===== config.mk =====
export PLATFORM = sky130hd
export DESIGN_NAME = dsp_adpcm4_decoder
export DESIGN_NICKNAME = d
export VERILOG_FILES = /design/src/design/adp4_pkg.sv /design/src/design/adp4_front.sv /design/src/design/adp4_cmdq.sv /design/src/design/adp4_back.sv /design/src/design/dsp_adpcm4_decoder.sv
export SDC_FILE = /design/constraint.sdc
export NUM_CORES = 1
export LEC_CHECK = 0
export ABC_AREA = 1
export BUFFER_PORTS_ARGS = -buffer_cell sky130_fd_sc_hd__buf_2
export CORE_ASPECT_RATIO = 1.5
export CORE_UTILIZATION = 55
export CTS_BUF_LIST = sky130_fd_sc_hd__clkbuf_4
export DETAILED_ROUTE_END_ITERATION = 12
export GPL_ROUTABILITY_DRIVEN = 1
export PLACE_DENSITY = 0.73
export SKIP_LAST_GASP = 1
export SYNTH_ARGS = -nofsm -noshare
export SYNTH_HDL_FRONTEND = slang
export SYNTH_HIERARCHICAL = 1
export SYNTH_SLANG_ARGS = --single-unit

===== constraint.sdc =====
create_clock -name clk -period 7.7 [get_ports clk]
set_clock_uncertainty 0.05 [all_clocks]
set_input_delay 0.77 -clock clk [delete_from_list [all_inputs] [get_ports clk]]
set_output_delay 0.77 -clock clk [all_outputs]
set_load 0.02 [all_outputs]

===== src/design/adp4_pkg.sv =====
// Shared types, constants and coefficient tables of the 4-bit ADPCM decoder.
package adp4_pkg;

	localparam int POS_W    = 6;
	localparam int SAMPLE_W = 16;
	localparam int COEF_W   = 14;
	localparam int PROD_W   = COEF_W + SAMPLE_W;
	localparam int ACC_W    = 32;
	localparam int FRAC     = 11;
	localparam int ROUND    = 1024;
	localparam int SAT_MAX  = 32767;
	localparam int SAT_MIN  = -32768;

	typedef logic signed [COEF_W-1:0]   coef_t;
	typedef logic signed [SAMPLE_W-1:0] sample_t;

	localparam coef_t C1_TAB [16] = '{
		14'sd0, 14'sd0, 14'sd1024, 14'sd4096,
		14'sd3584, 14'sd3072, 14'sd4608, 14'sd4200,
		14'sd4800, 14'sd5120, 14'sd2048, 14'sd1024,
		-14'sd1024, -14'sd1024, -14'sd2048, 14'sd0
	};

	localparam coef_t C2_TAB [16] = '{
		14'sd2048, 14'sd2048, 14'sd1024, -14'sd2048,
		-14'sd1536, -14'sd1024, -14'sd2560, -14'sd2248,
		-14'sd2300, -14'sd3072, -14'sd2048, -14'sd1024,
		14'sd1024, 14'sd0, 14'sd0, 14'sd0
	};

	typedef struct packed {
		logic        clear;
		logic        has_data;
		logic [3:0]  nib_hi;
		logic [3:0]  nib_lo;
		logic [3:0]  shift;
		coef_t       c1;
		coef_t       c2;
		logic        hi_last;
		logic        lo_last;
	} cmd_t;

endpackage


===== src/design/adp4_front.sv =====
// Front end: takes block bytes, tracks header state and block position, emits commands.
module adp4_front #(
	parameter int BLOCK_SAMPLES = 16
) (
	input  logic          clk,
	input  logic          arst_n,
	input  logic          push,
	output logic          full,
	input  logic          is_header,
	input  logic [7:0]    data_byte,
	input  logic          clear_history,
	output logic          q_wr,
	output adp4_pkg::cmd_t q_cmd,
	input  logic          q_full
);

	localparam logic [adp4_pkg::POS_W:0] LAST_IDX = (adp4_pkg::POS_W+1)'(BLOCK_SAMPLES - 1);

	logic [3:0]               pred_q;
	logic [3:0]               shift_q;
	logic [adp4_pkg::POS_W-1:0] pos_q;
	logic                     accept;
	logic [adp4_pkg::POS_W:0] sidx_hi;
	logic [adp4_pkg::POS_W:0] sidx_lo;
	logic                     hi_last;
	logic                     lo_last;

	assign full    = q_full;
	assign accept  = push && !q_full;
	assign q_wr    = accept && (!is_header || clear_history);
	assign sidx_hi = {pos_q, 1'b0};
	assign sidx_lo = {pos_q, 1'b1};
	assign hi_last = (sidx_hi >= LAST_IDX);
	assign lo_last = (sidx_lo >= LAST_IDX);

	always_comb begin
		q_cmd.clear    = clear_history;
		q_cmd.has_data = !is_header;
		q_cmd.nib_hi   = data_byte[7:4];
		q_cmd.nib_lo   = data_byte[3:0];
		q_cmd.shift    = shift_q;
		q_cmd.c1       = adp4_pkg::C1_TAB[pred_q];
		q_cmd.c2       = adp4_pkg::C2_TAB[pred_q];
		q_cmd.hi_last  = hi_last;
		q_cmd.lo_last  = lo_last;
	end

	always_ff @(posedge clk or negedge arst_n) begin
		if (!arst_n) begin
			pred_q  <= '0;
			shift_q <= '0;
			pos_q   <= '0;
		end else if (accept) begin
			if (is_header) begin
				pred_q  <= data_byte[7:4];
				shift_q <= data_byte[3:0];
				pos_q   <= '0;
			end else if (hi_last || lo_last) begin
				pos_q <= '0;
			end else begin
				pos_q <= pos_q + 1'b1;
			end
		end
	end

`ifndef SYNTHESIS
	a_pos_in_block: assert property (@(posedge clk) disable iff (!arst_n)
		(sidx_hi <= LAST_IDX))
		else $error("block position ran past the last sample");
`endif

endmodule


===== src/design/adp4_cmdq.sv =====
// Two-entry command queue between front and back end.
module adp4_cmdq (
	input  logic           clk,
	input  logic           arst_n,
	input  logic           wr,
	input  adp4_pkg::cmd_t wr_data,
	output logic           full,
	input  logic           rd,
	output adp4_pkg::cmd_t rd_data,
	output logic           empty
);

	adp4_pkg::cmd_t mem_q [2];
	logic           wp_q;
	logic           rp_q;
	logic [1:0]     cnt_q;
	logic           do_wr;
	logic           do_rd;

	assign full    = (cnt_q == 2'd2);
	assign empty   = (cnt_q == 2'd0);
	assign do_wr   = wr && !full;
	assign do_rd   = rd && !empty;
	assign rd_data = mem_q[rp_q];

	always_ff @(posedge clk) begin
		if (do_wr) begin
			mem_q[wp_q] <= wr_data;
		end
	end

	always_ff @(posedge clk or negedge arst_n) begin
		if (!arst_n) begin
			wp_q  <= 1'b0;
			rp_q  <= 1'b0;
			cnt_q <= 2'd0;
		end else begin
			if (do_wr) begin
				wp_q <= !wp_q;
			end
			if (do_rd) begin
				rp_q <= !rp_q;
			end
			cnt_q <= cnt_q + {1'b0, do_wr} - {1'b0, do_rd};
		end
	end

`ifndef SYNTHESIS
	a_cnt_bound: assert property (@(posedge clk) disable iff (!arst_n)
		(cnt_q <= 2'd2) && ((cnt_q == 2'd1) == (wp_q != rp_q)))
		else $error("command queue count and pointers disagree");
`endif

endmodule


===== src/design/adp4_back.sv =====
// Back end: predicts and clamps samples from queued commands, keeps history, holds result beat.
module adp4_back (
	input  logic           clk,
	input  logic           arst_n,
	input  logic           q_empty,
	input  adp4_pkg::cmd_t q_cmd,
	output logic           q_rd,
	input  logic           pop,
	output logic           empty,
	output logic signed [15:0] sample,
	output logic           last_of_pair,
	output logic           last_of_block
);

	localparam logic [1:0] ST_IDLE = 2'd0;
	localparam logic [1:0] ST_MUL  = 2'd1;
	localparam logic [1:0] ST_ADD  = 2'd2;

	logic [1:0]                            state_q;
	adp4_pkg::cmd_t                        cmd_q;
	logic                                  lo_q;
	adp4_pkg::sample_t                     h1_q;
	adp4_pkg::sample_t                     h2_q;
	logic signed [adp4_pkg::PROD_W-1:0]    p1_q;
	logic signed [adp4_pkg::PROD_W-1:0]    p2_q;
	logic signed [adp4_pkg::ACC_W-1:0]     base_q;
	logic                                  ov_q;
	adp4_pkg::sample_t                     sample_q;
	logic                                  lop_q;
	logic                                  lob_q;

	logic [3:0]                            nib;
	logic signed [adp4_pkg::ACC_W-1:0]     nib_ext;
	logic signed [adp4_pkg::ACC_W-1:0]     base_c;
	logic signed [adp4_pkg::PROD_W-1:0]    p1_c;
	logic signed [adp4_pkg::PROD_W-1:0]    p2_c;
	logic signed [adp4_pkg::ACC_W-1:0]     sum_c;
	logic signed [adp4_pkg::ACC_W-1:0]     shr_c;
	adp4_pkg::sample_t                     sat_c;
	logic                                  cur_last;
	logic                                  do_out;
	logic                                  clr_en;

	assign q_rd     = (state_q == ST_IDLE) && !q_empty;
	assign clr_en   = q_rd && q_cmd.clear;
	assign do_out   = (state_q == ST_ADD) && (!ov_q || pop);
	assign nib      = lo_q ? cmd_q.nib_lo : cmd_q.nib_hi;
	assign cur_last = lo_q ? cmd_q.lo_last : cmd_q.hi_last;
	assign nib_ext  = {{(adp4_pkg::ACC_W-4){nib[3]}}, nib};
	assign base_c   = (nib_ext << cmd_q.shift) << adp4_pkg::FRAC;
	assign p1_c     = adp4_pkg::PROD_W'(cmd_q.c1) * adp4_pkg::PROD_W'(h1_q);
	assign p2_c     = adp4_pkg::PROD_W'(cmd_q.c2) * adp4_pkg::PROD_W'(h2_q);
	assign sum_c    = base_q + adp4_pkg::ACC_W'(p1_q) + adp4_pkg::ACC_W'(p2_q)
			+ adp4_pkg::ACC_W'(adp4_pkg::ROUND);
	assign shr_c    = sum_c >>> adp4_pkg::FRAC;

	always_comb begin
		priority if (shr_c > adp4_pkg::ACC_W'(adp4_pkg::SAT_MAX)) begin
			sat_c = adp4_pkg::SAMPLE_W'(adp4_pkg::SAT_MAX);
		end else if (shr_c < adp4_pkg::ACC_W'(adp4_pkg::SAT_MIN)) begin
			sat_c = adp4_pkg::SAMPLE_W'(adp4_pkg::SAT_MIN);
		end else begin
			sat_c = shr_c[adp4_pkg::SAMPLE_W-1:0];
		end
	end

	assign empty         = !ov_q;
	assign sample        = sample_q;
	assign last_of_pair  = lop_q;
	assign last_of_block = lob_q;

	always_ff @(posedge clk) begin
		if (q_rd) begin
			cmd_q <= q_cmd;
		end
		if (state_q == ST_MUL) begin
			p1_q   <= p1_c;
			p2_q   <= p2_c;
			base_q <= base_c;
		end
		if (do_out) begin
			sample_q <= sat_c;
			lop_q    <= lo_q;
			lob_q    <= cur_last;
		end
	end

	always_ff @(posedge clk or negedge arst_n) begin
		if (!arst_n) begin
			state_q <= ST_IDLE;
			lo_q    <= 1'b0;
			h1_q    <= '0;
			h2_q    <= '0;
			ov_q    <= 1'b0;
		end else begin
			if (do_out) begin
				ov_q <= 1'b1;
			end else if (pop) begin
				ov_q <= 1'b0;
			end
			unique case (state_q)
				ST_IDLE: begin
					if (q_rd) begin
						lo_q <= 1'b0;
						if (q_cmd.clear) begin
							h1_q <= '0;
							h2_q <= '0;
						end
						state_q <= q_cmd.has_data ? ST_MUL : ST_IDLE;
					end
				end
				ST_MUL: begin
					state_q <= ST_ADD;
				end
				ST_ADD: begin
					if (do_out) begin
						h1_q <= sat_c;
						h2_q <= h1_q;
						if (!lo_q && !cmd_q.hi_last) begin
							lo_q    <= 1'b1;
							state_q <= ST_MUL;
						end else begin
							state_q <= ST_IDLE;
						end
					end
				end
				default: begin
					state_q <= ST_IDLE;
				end
			endcase
		end
	end

`ifndef SYNTHESIS
	a_wait_out: assert property (@(posedge clk) disable iff (!arst_n)
		(state_q == ST_ADD && ov_q && !pop) |=> (state_q == ST_ADD))
		else $error("sample dropped while result register was held");
	a_hold_out: assert property (@(posedge clk) disable iff (!arst_n)
		(ov_q && !pop) |=> ($stable(sample_q) && $stable(lob_q) && ov_q))
		else $error("held result beat changed");
	a_hist_hold: assert property (@(posedge clk) disable iff (!arst_n)
		(!do_out && !clr_en) |=> ($stable(h1_q) && $stable(h2_q)))
		else $error("history changed without a sample or clear");
`endif

endmodule


===== src/design/dsp_adpcm4_decoder.sv =====
// Top level of the 4-bit ADPCM block decoder: front end, command queue, back end.
//
//  channel   direction  handshake        beat
//  input     in         push / full      is_header, data_byte, clear_history
//  result    out        pop / empty      sample, last_of_pair, last_of_block
//
// A header byte is taken and yields no result; with clear_history it
// also queues a clear. A data byte queues one command; the back end fetches it,
// then runs each sample through a product stage and a sum and clamp stage; a
// byte yields two samples, or one where its high nibble ends the block.
// The two-entry queue lets the front accept bytes while the back works.
// A result beat waits in the output register while pop is low; the back end
// stalls in its sum stage until that register frees. Reset clears control state and history.
module dsp_adpcm4_decoder #(
	parameter int BLOCK_SAMPLES = 16
) (
	input  logic               clk,
	input  logic               arst_n,
	input  logic               push,
	output logic               full,
	input  logic               is_header,
	input  logic [7:0]         data_byte,
	input  logic               clear_history,
	output logic               empty,
	input  logic               pop,
	output logic signed [15:0] sample,
	output logic               last_of_pair,
	output logic               last_of_block
);

	logic           q_wr;
	logic           q_full;
	logic           q_rd;
	logic           q_empty;
	adp4_pkg::cmd_t q_wr_cmd;
	adp4_pkg::cmd_t q_rd_cmd;

	adp4_front #(
		.BLOCK_SAMPLES(BLOCK_SAMPLES)
	) u_front (
		.clk          (clk),
		.arst_n       (arst_n),
		.push         (push),
		.full         (full),
		.is_header    (is_header),
		.data_byte    (data_byte),
		.clear_history(clear_history),
		.q_wr         (q_wr),
		.q_cmd        (q_wr_cmd),
		.q_full       (q_full)
	);

	adp4_cmdq u_cmdq (
		.clk    (clk),
		.arst_n (arst_n),
		.wr     (q_wr),
		.wr_data(q_wr_cmd),
		.full   (q_full),
		.rd     (q_rd),
		.rd_data(q_rd_cmd),
		.empty  (q_empty)
	);

	adp4_back u_back (
		.clk          (clk),
		.arst_n       (arst_n),
		.q_empty      (q_empty),
		.q_cmd        (q_rd_cmd),
		.q_rd         (q_rd),
		.pop          (pop),
		.empty        (empty),
		.sample       (sample),
		.last_of_pair (last_of_pair),
		.last_of_block(last_of_block)
	);

endmodule

# Word level (Yosys, flattened, before mapping)
# Memories as Yosys holds them, arrays and structs flattened.
# Index checks and enable logic that the tools add are counted.
dict set report totals {
  reg_bits 195
  mem_bits_rw 88
  rom_bits 448
  in_bits 14
  out_inout_bits 20
  word_cells 104
  mem_count 3
}
# name words word_bits read_ports rd_ports_with_merged_regs write_ports line
set memory_table {}
lappend memory_table {{(name not given)} 16 14 1 0 0 adp4_front.sv:42} ;# q_cmd.c1 = adp4_pkg::C1_TAB[pred_q];
lappend memory_table {{(name not given)} 16 14 1 0 0 adp4_front.sv:43} ;# q_cmd.c2 = adp4_pkg::C2_TAB[pred_q];
lappend memory_table {u_cmdq.mem_q 2 44 1 0 1 adp4_cmdq.sv:13} ;# adp4_pkg::cmd_t mem_q [2];
dict set report classes {
  n_addsub 6
  n_mul 2
  magnitude_cmp 5
  eq_ne 7
  n_shift 1
  mux 29
  bitwise 1
  reduce_logical 26
}
# operator count
set op_table {}
lappend op_table {{2-to-1 mux 16 bit} 6}
lappend op_table {{adder 32 x 30 -> 32 bit} 2}
lappend op_table {{one-hot mux 16 bit (2 select lines)} 2}
lappend op_table {{multiplier 14 x 16 -> 30 bit} 2}
lappend op_table {{2-to-1 mux 14 bit} 4}
lappend op_table {{adder 32 x 12 -> 32 bit, second input constant} 1}
lappend op_table {{<< shifter 32 x 4 -> 21 bit} 1}
lappend op_table {{greater-than comparator 21 x 16 -> 1 bit, second input constant} 1}
lappend op_table {{less-than comparator 21 x 16 -> 1 bit, second input constant} 1}
lappend op_table {{>= comparator 7 x 4 -> 1 bit, second input constant} 2}
lappend op_table {{2-to-1 mux 6 bit} 2}
lappend op_table {{2-to-1 mux 1 bit} 10}
lappend op_table {{logical NOT 1 bit} 8}
lappend op_table {{AND reduction 4 bit} 2}
lappend op_table {{logical AND 1 bit} 7}
lappend op_table {{adder 6 x 1 -> 6 bit, second input constant} 1}
lappend op_table {{one-hot mux 2 bit (3 select lines)} 1}
lappend op_table {{>= comparator 5 bit, second input constant} 1}
lappend op_table {{NOT 4 -> 5 bit} 1}
lappend op_table {{equality test 2 bit, second input constant} 2}
lappend op_table {{logical NOT 2 bit} 2}
lappend op_table {{2-to-1 mux 2 bit} 2}
lappend op_table {{2-to-1 mux 4 bit} 1}
lappend op_table {{!= test 2 x 1 -> 1 bit, second input constant} 2}
lappend op_table {{8 further kinds} 13}

# Longest topological paths before layout
# Gate-level depths: netlist of the first run.
dict set report logic_depth {
  depth_word 8
  mapped_depth 28
  depth_no_buf 26
}

# Cells and area by module
# Netlist of the first run, hierarchy kept.
# mod instances cells_per_inst area_per_inst_um2
set modules_own_cells {}
lappend modules_own_cells {adp4_back 1 3005 25936.1}
lappend modules_own_cells {adp4_cmdq 1 263 3498.4}
lappend modules_own_cells {adp4_front 1 138 1048.5}

# Worst setup path after synthesis of the first run
# Ideal clock, no wire load.
dict set report synth_timing {
  path_kind {register to register}
  start {register u_back/cmd_q[5] (netlist name)}
  end {register u_back/p2_q[27] (netlist name) (data pin)}
  t_arrival_ps 5447
  t_required_ps 7391
  slack_ps 1944
  path_stages_with_launch 23
  n_path_buf 2
  path_cell_list {edfxtp_1 -> clkbuf_1 -> clkbuf_1 -> nand2_1 -> fa_1 -> fa_1 -> inv_1 -> fa_1 -> fa_1 -> fa_1 -> inv_1 -> fa_1 -> inv_1 -> ha_1 -> nand2_1 -> nor3_1 -> nand4_1 -> nand3_1 -> nand3_1 -> nand2_1 -> nand3_1 -> nand2_1 -> xor2_1}
}
dict set report synth_between {
  elab_chain_len 1
}
# element line
set synth_lines {}
lappend synth_lines {{start: declaration} adp4_back.sv:20} ;# adp4_pkg::cmd_t cmd_q;
lappend synth_lines {{start signal: assignment} adp4_back.sv:74} ;# cmd_q <= q_cmd;
lappend synth_lines {{multiplier 14 x 16 -> 30 bit} adp4_back.sv:52} ;# assign p2_c = adp4_pkg::PROD_W'(cmd_q.c2) * adp4_pkg::PROD_W'(h2_q);
lappend synth_lines {{via u_back.p2_c, one bit} adp4_back.sv:36} ;# logic signed [adp4_pkg::PROD_W-1:0] p2_c;
lappend synth_lines {{end signal: assignment} adp4_back.sv:78} ;# p2_q <= p2_c;
lappend synth_lines {{end: declaration} adp4_back.sv:25} ;# logic signed [adp4_pkg::PROD_W-1:0] p2_q;
# The timed path passes the listed nets, and every way through them passes these cells.
# A chain may end at the register's enable or synchronous reset.

# Final worst setup path of the first run
dict set report layout_timing {
  start {register u_back/cmd_q[18] (netlist name)}
  end {register u_back/p1_q[27] (netlist name) (data pin)}
}
dict set report layout_between {
  elab_chain_len 1
}
# element line
set layout_lines {}
lappend layout_lines {{multiplier 14 x 16 -> 30 bit} adp4_back.sv:51} ;# assign p1_c = adp4_pkg::PROD_W'(cmd_q.c1) * adp4_pkg::PROD_W'(h1_q);
lappend layout_lines {{via u_back.p1_c, one bit} adp4_back.sv:35} ;# logic signed [adp4_pkg::PROD_W-1:0] p1_c;
lappend layout_lines {{end signal: assignment} adp4_back.sv:77} ;# p1_q <= p1_c;
lappend layout_lines {{end: declaration} adp4_back.sv:24} ;# logic signed [adp4_pkg::PROD_W-1:0] p1_q;
# The timed path passes the listed nets, and every way through them passes these cells.

==> results of run 1 <==
## state kept, by name, indices dropped and copies added, names as in the netlist, 4 cells and up
register         flops
u_back/base_q       19
u_back/cmd_q        42
u_back/h1_q         16
u_back/h2_q         16
u_back/p1_q         30
u_back/p2_q         30
u_back/sample       16
u_cmdq/mem_q        88
u_front/pos_q        6
u_front/pred_q       4
u_front/shift_q      4
## critical path, cell delays in order, from the launching register on
cell and delay, ns:
sky130_fd_sc_hd__edfxtp_1 0.79, sky130_fd_sc_hd__nand2_1 0.26, sky130_fd_sc_hd__fa_1 0.57, sky130_fd_sc_hd__fa_1 0.67
sky130_fd_sc_hd__inv_1 0.20, sky130_fd_sc_hd__fa_1 0.50, sky130_fd_sc_hd__fa_1 0.50, sky130_fd_sc_hd__fa_1 0.49
sky130_fd_sc_hd__inv_1 0.05, sky130_fd_sc_hd__fa_1 0.51, sky130_fd_sc_hd__inv_1 0.04, sky130_fd_sc_hd__ha_1 0.38
sky130_fd_sc_hd__nand2_1 0.14, sky130_fd_sc_hd__nor2_1 0.16, sky130_fd_sc_hd__inv_1 0.09, sky130_fd_sc_hd__nor3_1 0.21
sky130_fd_sc_hd__nand4_1 0.15, sky130_fd_sc_hd__nand3_1 0.14, sky130_fd_sc_hd__nand3_1 0.08, sky130_fd_sc_hd__nand2_1 0.08
sky130_fd_sc_hd__xor2_1 0.06
## through the flow
step	setup WS (ns)	instances	area, um2
floorplan	1.94	3414	30500
global placement	1.39	4006	30900
detailed placement	1.32	4006	30900
CTS	1.26	4134	31800
global route	0.906	4135	31800
finish	1.26	4135	31800
## worst paths after layout
kind                                   from                   to  cells past startpoint
setup / recovery           u_back/cmd_q[18]      u_back/p1_q[27]                     20
hold / removal                       arst_n     u_front/pos_q[1]                      2
setup reg to reg           u_back/cmd_q[18]      u_back/p1_q[27]                     20
hold reg to reg                 u_cmdq/wp_q          u_cmdq/wp_q                      2
max in group asynchronous            arst_n       u_back/h2_q[2]                      2
min in group clk               data_byte[6]  u_cmdq/mem_q[0][40]                      1
## cells in the final DEF (no fill, tap or decap), types with 6 or more instances in the layout
master                     synthesis  final
sky130_fd_sc_hd__a21o_1            7      7
sky130_fd_sc_hd__nor2_4            6     10
sky130_fd_sc_hd__a31oi_1          10     10
sky130_fd_sc_hd__inv_1           860    859
sky130_fd_sc_hd__nand3_1          45     45
sky130_fd_sc_hd__nand4_1           6      6
sky130_fd_sc_hd__dfrtp_1          54     54
sky130_fd_sc_hd__edfxtp_1        227    227
sky130_fd_sc_hd__nand3_2           7      7
sky130_fd_sc_hd__nor2_2           10      9
sky130_fd_sc_hd__o21bai_1          6      6
sky130_fd_sc_hd__o21ai_0          62     62
sky130_fd_sc_hd__nor2_1          112    109
sky130_fd_sc_hd__fa_1            457    457
sky130_fd_sc_hd__xor2_1           57     57
sky130_fd_sc_hd__xnor2_1          30     30
sky130_fd_sc_hd__buf_2             4     33
sky130_fd_sc_hd__buf_4            31     11
sky130_fd_sc_hd__clkinv_1          0     20
sky130_fd_sc_hd__inv_2             8      9
sky130_fd_sc_hd__nand2_1         892    892
sky130_fd_sc_hd__a21oi_2           7      7
sky130_fd_sc_hd__a22o_1           10     10
sky130_fd_sc_hd__nor3_1           10     10
sky130_fd_sc_hd__clkbuf_4          0     98
sky130_fd_sc_hd__a21oi_1          92     92
sky130_fd_sc_hd__ha_1            184    184
sky130_fd_sc_hd__conb_1            1      9
sky130_fd_sc_hd__nand2_2          56     56
## logic make-up after synthesis
family,Yosys count,share of synthesized area (%)
AOI/OAI and AO/OA,216,4.08
xor gates and xnor gates,87,2.50
adders and majority gates,641,37.6
buffers and inverters,1016,13.3
DFF,281,26.8
muxes,4,0.131
other,1,0.0123
and+or+nand+nor,1160,15.6
## cell type report
| class | instances | area [um2] |
|---|---|---|
| antenna | 1 | 2.50 |
| fill | 4780 | 23000 |
| sequential | 281 | 8170 |
| multi-input combinational | 2117 | 18300 |
| clock inverter | 30 | 165 |
| clock buffer | 98 | 736 |
| tap | 695 | 870 |
| inverter | 869 | 3270 |
| timing repair buffer | 44 | 248 |
## per-layer routing
layer	part of all wire [%]	wire length [um]	global-route usage, %
met5	0	0	0
met4	5.3	3620	14.2
met3	4.7	3240	3.37
met2	53	36100	46.6
met1	37	25500	29.2
==> impl_metrics.prom, run 1 <==
# TYPE chip_impl_metric gauge
chip_impl_metric{name="critPathMaxFanout",unit=""} 16
chip_impl_metric{name="numPortBuffers",unit=""} 33
chip_impl_info{name="timing.setup.critical_path_class",value="register to register"} 1
chip_impl_metric{name="timing.setup.tns",unit="ns"} 0
chip_impl_metric{name="drt-pass1-iter-count",unit=""} 5
chip_impl_metric{name="via_count",unit=""} 21151
chip_impl_metric{name="areaGrowthSynthToFinish",unit="%"} 4.26
chip_impl_metric{name="cts_inserted_buffers",unit=""} 70
chip_impl_metric{name="max-cap-violations",unit=""} 0
chip_impl_metric{name="worst_hold_slack",unit="ns"} 0.0893
chip_impl_metric{name="max_slew.worst_pin.slew",unit="ns"} 1.02
chip_impl_metric{name="average_wire_per_cell_in_the_routed_design",unit="um"} 16.6
chip_impl_metric{name="clkTransAtPathRegs",unit="ns"} 0.06
chip_impl_metric{name="floorplan.die.height",unit="um"} 290
chip_impl_metric{name="critPathRequiredTime",unit="ns"} 8.15
chip_impl_metric{name="achievable-frequency",unit="GHz"} 0.155
chip_impl_metric{name="ctsHtreeMaxLevel",unit=""} 3
chip_impl_metric{name="placement_rows",unit=""} 105
chip_impl_metric{name="drtIter0Drc",unit=""} 1024
chip_impl_metric{name="timing.max_slew.rel_slack",unit="%"} 31.7
chip_impl_info{name="synthTopCellsByArea",value="sky130_fd_sc_hd__fa_1, sky130_fd_sc_hd__edfxtp_1, sky130_fd_sc_hd__nand2_1"} 1
chip_impl_metric{name="place.detailed.hpwl",unit="mm"} 54.9
chip_impl_metric{name="syn_inst",unit=""} 3406
chip_impl_info{name="status",value="completed"} 1
chip_impl_metric{name="placeableCoreArea",unit="um2"} 54800
chip_impl_metric{name="synth.yosys.seq_area_share",unit="%"} 26.8
chip_impl_metric{name="cts_setup_buffers",unit=""} 0
chip_impl_metric{name="detail-route-antenna-nets",unit=""} 0
chip_impl_metric{name="asyncSetResetFlopFracSynth",unit="%"} 19.2
chip_impl_metric{name="r2r_setup_slack",unit="ns"} 1.26
chip_impl_info{name="dominantRegCellSynth",value="sky130_fd_sc_hd__edfxtp_1"} 1
chip_impl_metric{name="synth_enable_flop_cells",unit=""} 227
chip_impl_metric{name="max-clock-path-buffers",unit=""} 3
chip_impl_metric{name="drt_drc_violations_left",unit=""} 0
chip_impl_metric{name="syn_area_per_cell",unit="um2"} 8.95
chip_impl_info{name="netlist_top_cells_count",value="sky130_fd_sc_hd__nand2_1, sky130_fd_sc_hd__inv_1, sky130_fd_sc_hd__fa_1"} 1
chip_impl_metric{name="maximum_number_of_pins_on_one_net_before_global_route_repair",unit=""} 81
chip_impl_info{name="endpoint_kind",value="register"} 1
chip_impl_metric{name="period_share",unit="%"} 83.6
chip_impl_metric{name="first_pass_grt_wire_length",unit="mm"} 113
chip_impl_info{name="hold_path_class",value="input pin to asynchronous set/reset pin"} 1
chip_impl_metric{name="die-area",unit="um2"} 56400
chip_impl_metric{name="average_vias_per_placed_instance",unit=""} 5.12
chip_impl_metric{name="finalCoreUtilization",unit="%"} 58.0
chip_impl_metric{name="fin_crit",unit="ns"} 6.44
chip_impl_info{name="clock_tree_from_tritoncts",value="done"} 1
chip_impl_metric{name="congestion_overflow_gr",unit=""} 0
chip_impl_metric{name="cts_resized",unit=""} 0
chip_impl_metric{name="initial_core_util",unit="%"} 55.6
chip_impl_metric{name="final_weighted_congestion_in_routability_driven_placement",unit=""} 1.02
chip_impl_info{name="synth_top_cell_by_area",value="sky130_fd_sc_hd__fa_1"} 1
chip_impl_metric{name="report.final.hold_viol_count",unit=""} 0
chip_impl_info{name="crit_path_start_kind",value="register"} 1
chip_impl_info{name="yosys.cell_count.top_type",value="sky130_fd_sc_hd__nand2_1"} 1
chip_impl_info{name="rsz0062_at_grt",value="no"} 1
chip_impl_metric{name="setup_viol_count_final",unit=""} 0
chip_impl_metric{name="grt_util_all_layers",unit="%"} 25.7
chip_impl_metric{name="worst_ep_arrival_time",unit="ns"} 6.88
chip_impl_info{name="clock-root-buffer",value="sky130_fd_sc_hd__clkbuf_4"} 1
chip_impl_metric{name="grt_pass1_vias",unit=""} 22573
chip_impl_metric{name="postCtsHoldBufs",unit=""} 0
chip_impl_metric{name="yosys_warnings",unit=""} 6
chip_impl_metric{name="layout_cells_sized_above_1",unit="%"} 7.53
chip_impl_metric{name="netlist_area",unit="um2"} 30500
chip_impl_metric{name="worstSkewPairLatency",unit="ns"} 0.80
chip_impl_metric{name="timing_max_transition_violations_final",unit=""} 0
chip_impl_metric{name="detail_route.wirelength",unit="mm"} 68.4
chip_impl_metric{name="yosys.area.top_type_share",unit="%"} 30.0
chip_impl_metric{name="pin_count",unit=""} 34
chip_impl_metric{name="grt_antenna_before_repair",unit=""} 1
chip_impl_metric{name="netlist-cell-type-count",unit=""} 52
chip_impl_metric{name="num-nets-final",unit=""} 4038
chip_impl_metric{name="clock_sinks",unit=""} 281
chip_impl_metric{name="chipWidth",unit="um"} 194
chip_impl_metric{name="synth-seq-cells",unit=""} 281
Power of run 1 is not shown: default switching activity piles up to over one toggle a cycle in this logic, so the estimate is an artifact.
==> run 2: changes to the inputs <==
Settings changed: PLACE_DENSITY 0.73 to 0.76.
Clock period 7.7 ns to 5.55 ns, I/O delays scaled along.
==> impl_metrics.prom, run 2 (synthesized netlist as in run 1, its figures left out) <==
# TYPE chip_impl_metric gauge
chip_impl_metric{name="timing_max_transition_violations_final",unit=""} 0
chip_impl_metric{name="detail_route.wirelength",unit="mm"} 81.1
chip_impl_metric{name="grt_pass1_vias",unit=""} 25435
chip_impl_metric{name="chipWidth",unit="um"} 194
chip_impl_info{name="largest_registers",value="u_cmdq/mem_q (88), u_back/cmd_q (42)"} 1
chip_impl_metric{name="via_count",unit=""} 23768
chip_impl_metric{name="flip_flop_count_of_the_largest_register_after_layout",unit=""} 88
chip_impl_info{name="endpoint_kind",value="register"} 1
chip_impl_metric{name="final_weighted_congestion_in_routability_driven_placement",unit=""} 0.955
chip_impl_metric{name="areaGrowthSynthToFinish",unit="%"} 20.2
chip_impl_metric{name="initial_core_util",unit="%"} 55.6
chip_impl_metric{name="layout_cells_sized_above_1",unit="%"} 23.6
chip_impl_info{name="status",value="finished, violations left"} 1
chip_impl_metric{name="die-area",unit="um2"} 56400
chip_impl_metric{name="ctsHtreeMaxLevel",unit=""} 3
chip_impl_metric{name="postLayoutCellArea",unit="um2"} 36600
chip_impl_metric{name="fin_crit",unit="ns"} 5.84
chip_impl_metric{name="grt_util_all_layers",unit="%"} 28.4
chip_impl_metric{name="placeableCoreArea",unit="um2"} 54800
chip_impl_info{name="timing.setup.critical_path_class",value="register to register"} 1
chip_impl_metric{name="critPathMaxFanout",unit=""} 5
chip_impl_metric{name="postPlaceCellArea",unit="um2"} 33500
chip_impl_info{name="violations",value="setup timing"} 1
chip_impl_info{name="hold_path_class",value="register to register"} 1
chip_impl_metric{name="max_slew.worst_pin.slew",unit="ns"} 0.933
chip_impl_metric{name="clkTransAtPathRegs",unit="ns"} 0.07
chip_impl_metric{name="num-nets-final",unit=""} 4406
chip_impl_metric{name="max-clock-path-buffers",unit=""} 3
chip_impl_metric{name="average_vias_per_placed_instance",unit=""} 5.28
chip_impl_metric{name="nFillCells",unit=""} 3839
chip_impl_info{name="crit_path_start_kind",value="register"} 1
chip_impl_metric{name="worstSkewPairLatency",unit="ns"} 0.76
chip_impl_metric{name="congestion_overflow_gr",unit=""} 0
chip_impl_metric{name="maximum_number_of_pins_on_one_net_before_global_route_repair",unit=""} 73
chip_impl_metric{name="report.final.hold_viol_count",unit=""} 0
chip_impl_info{name="mostFrequentLayoutCells",value="sky130_fd_sc_hd__nand2_1, sky130_fd_sc_hd__inv_1, sky130_fd_sc_hd__fa_1, sky130_fd_sc_hd__buf_4, sky130_fd_sc_hd__edfxtp_1"} 1
chip_impl_metric{name="numPortBuffers",unit=""} 33
chip_impl_metric{name="period_share",unit="%"} 105
chip_impl_metric{name="setup_viol_count_final",unit=""} 29
chip_impl_metric{name="critPathRequiredTime",unit="ns"} 6.06
chip_impl_info{name="largest-register",value="u_cmdq/mem_q"} 1
chip_impl_info{name="clock_tree_from_tritoncts",value="done"} 1
chip_impl_metric{name="clock_sinks",unit=""} 281
chip_impl_info{name="clock-root-buffer",value="sky130_fd_sc_hd__clkbuf_4"} 1
chip_impl_metric{name="place.detailed.hpwl",unit="mm"} 61.1
chip_impl_metric{name="achievable-frequency",unit="GHz"} 0.171
chip_impl_metric{name="average_wire_per_cell_in_the_routed_design",unit="um"} 18.0
chip_impl_metric{name="floorplan.die.height",unit="um"} 290
chip_impl_metric{name="finalCoreUtilization",unit="%"} 66.9
chip_impl_metric{name="drt-pass1-iter-count",unit=""} 6
chip_impl_metric{name="pin_count",unit=""} 34
chip_impl_metric{name="cts_inserted_buffers",unit=""} 70
chip_impl_metric{name="placement_rows",unit=""} 105
chip_impl_metric{name="worst_hold_slack",unit="ns"} 0.426
chip_impl_metric{name="timing.max_slew.rel_slack",unit="%"} 37.5
chip_impl_metric{name="first_pass_grt_wire_length",unit="mm"} 124
chip_impl_metric{name="setup_ws",unit="ns"} -0.289
chip_impl_metric{name="drt_drc_violations_left",unit=""} 0
chip_impl_info{name="rsz0062_at_grt",value="yes"} 1
chip_impl_info{name="layout.cells.most_common",value="sky130_fd_sc_hd__nand2_1"} 1
chip_impl_metric{name="max-cap-violations",unit=""} 0
chip_impl_metric{name="worst_ep_arrival_time",unit="ns"} 6.35
chip_impl_metric{name="grt_antenna_before_repair",unit=""} 2
chip_impl_metric{name="detail-route-antenna-nets",unit=""} 0
chip_impl_metric{name="drtIter0Drc",unit=""} 1465
[run 2: changes by cell type in the layout (fill, tap and decap cells not counted), moves of 33 or more]
cell	change
sky130_fd_sc_hd__inv_2	+51
sky130_fd_sc_hd__buf_12	+33
sky130_fd_sc_hd__buf_4	+280
sky130_fd_sc_hd__ha_1	-42
sky130_fd_sc_hd__nand2_2	+40
sky130_fd_sc_hd__nand2_1	-50
sky130_fd_sc_hd__a21oi_1	-34
sky130_fd_sc_hd__ha_4	+41
sky130_fd_sc_hd__inv_1	-51
sky130_fd_sc_hd__buf_6	+38
[run 2: what timing repair did]
item,in CTS,in global routing
gates cloned,0,5
endpoints found under the setup margin,34,36
hold buffers,13,0
gates resized for setup,123,260
setup buffers,35,27
pin swaps,82,136
endpoints found under the hold margin,82,0
[run 2: final cells by class]
class	count	area (um2)	area share [%]
timing repair buffer	412	3630	9.90
tap	695	870	2.37
inverter	869	3270	8.92
clock buffer	92	691	1.88
clock inverter	35	268	0.731
antenna	2	5.00	0.0137
sequential	281	8190	22.3
multi-input combinational	2117	19700	53.8
[run 2: stage by stage]
step	TNS (ns)	worst slack, ns	std cells
floorplan	0	0.00331	3414
global placement	-4.53	-0.268	4297
detailed placement	-6.73	-0.347	4297
CTS	-0.253	-0.0738	4471
global route	-8.65	-0.405	4503
finish	-3.68	-0.289	4503
[run 2: worst paths after layout]
| check | startpoint | to | slack [ns] | cells past startpoint |
|---|---|---|---|---|
| min reg2reg | u_cmdq/wp_q | u_cmdq/wp_q | 0.43 | 2 |
| min | u_cmdq/wp_q | u_cmdq/wp_q | 0.43 | 2 |
| max in group asynchronous | arst_n | u_back/h1_q[14] | 4.34 | 3 |
| max reg2reg | u_back/cmd_q[10] | u_back/p2_q[19] | -0.29 | 22 |
| max | u_back/cmd_q[10] | u_back/p2_q[19] | -0.29 | 22 |
| min in group asynchronous | arst_n | u_front/pos_q[5] | 0.49 | 3 |
[run 2: metal layers]
metal  global-route usage [%]  wire [um]  share of wire (%)
met3                     4.17       4830                6.0
met5                        0          0                  0
met1                     29.3      27000                 33
met4                     22.8       6840                8.4
met2                     51.3      42400                 52
[run 2: critical path, cell delays in order (launching register included)]
cell and delay (ns):
sky130_fd_sc_hd__edfxtp_1 0.47, sky130_fd_sc_hd__buf_6 0.17, sky130_fd_sc_hd__nand2_1 0.05, sky130_fd_sc_hd__inv_1 0.05, sky130_fd_sc_hd__fa_1 0.52, sky130_fd_sc_hd__inv_1 0.06, sky130_fd_sc_hd__fa_1 0.67, sky130_fd_sc_hd__inv_1 0.10
sky130_fd_sc_hd__fa_1 0.47, sky130_fd_sc_hd__fa_1 0.51, sky130_fd_sc_hd__fa_1 0.50, sky130_fd_sc_hd__inv_1 0.05, sky130_fd_sc_hd__fa_1 0.50, sky130_fd_sc_hd__inv_2 0.05, sky130_fd_sc_hd__ha_4 0.28, sky130_fd_sc_hd__buf_6 0.12
sky130_fd_sc_hd__nand2_2 0.08, sky130_fd_sc_hd__nor2_4 0.12, sky130_fd_sc_hd__buf_6 0.12, sky130_fd_sc_hd__a31oi_4 0.10, sky130_fd_sc_hd__buf_6 0.14, sky130_fd_sc_hd__o21bai_1 0.20, sky130_fd_sc_hd__xor2_1 0.26
Power of run 2 is left out for the same reason.
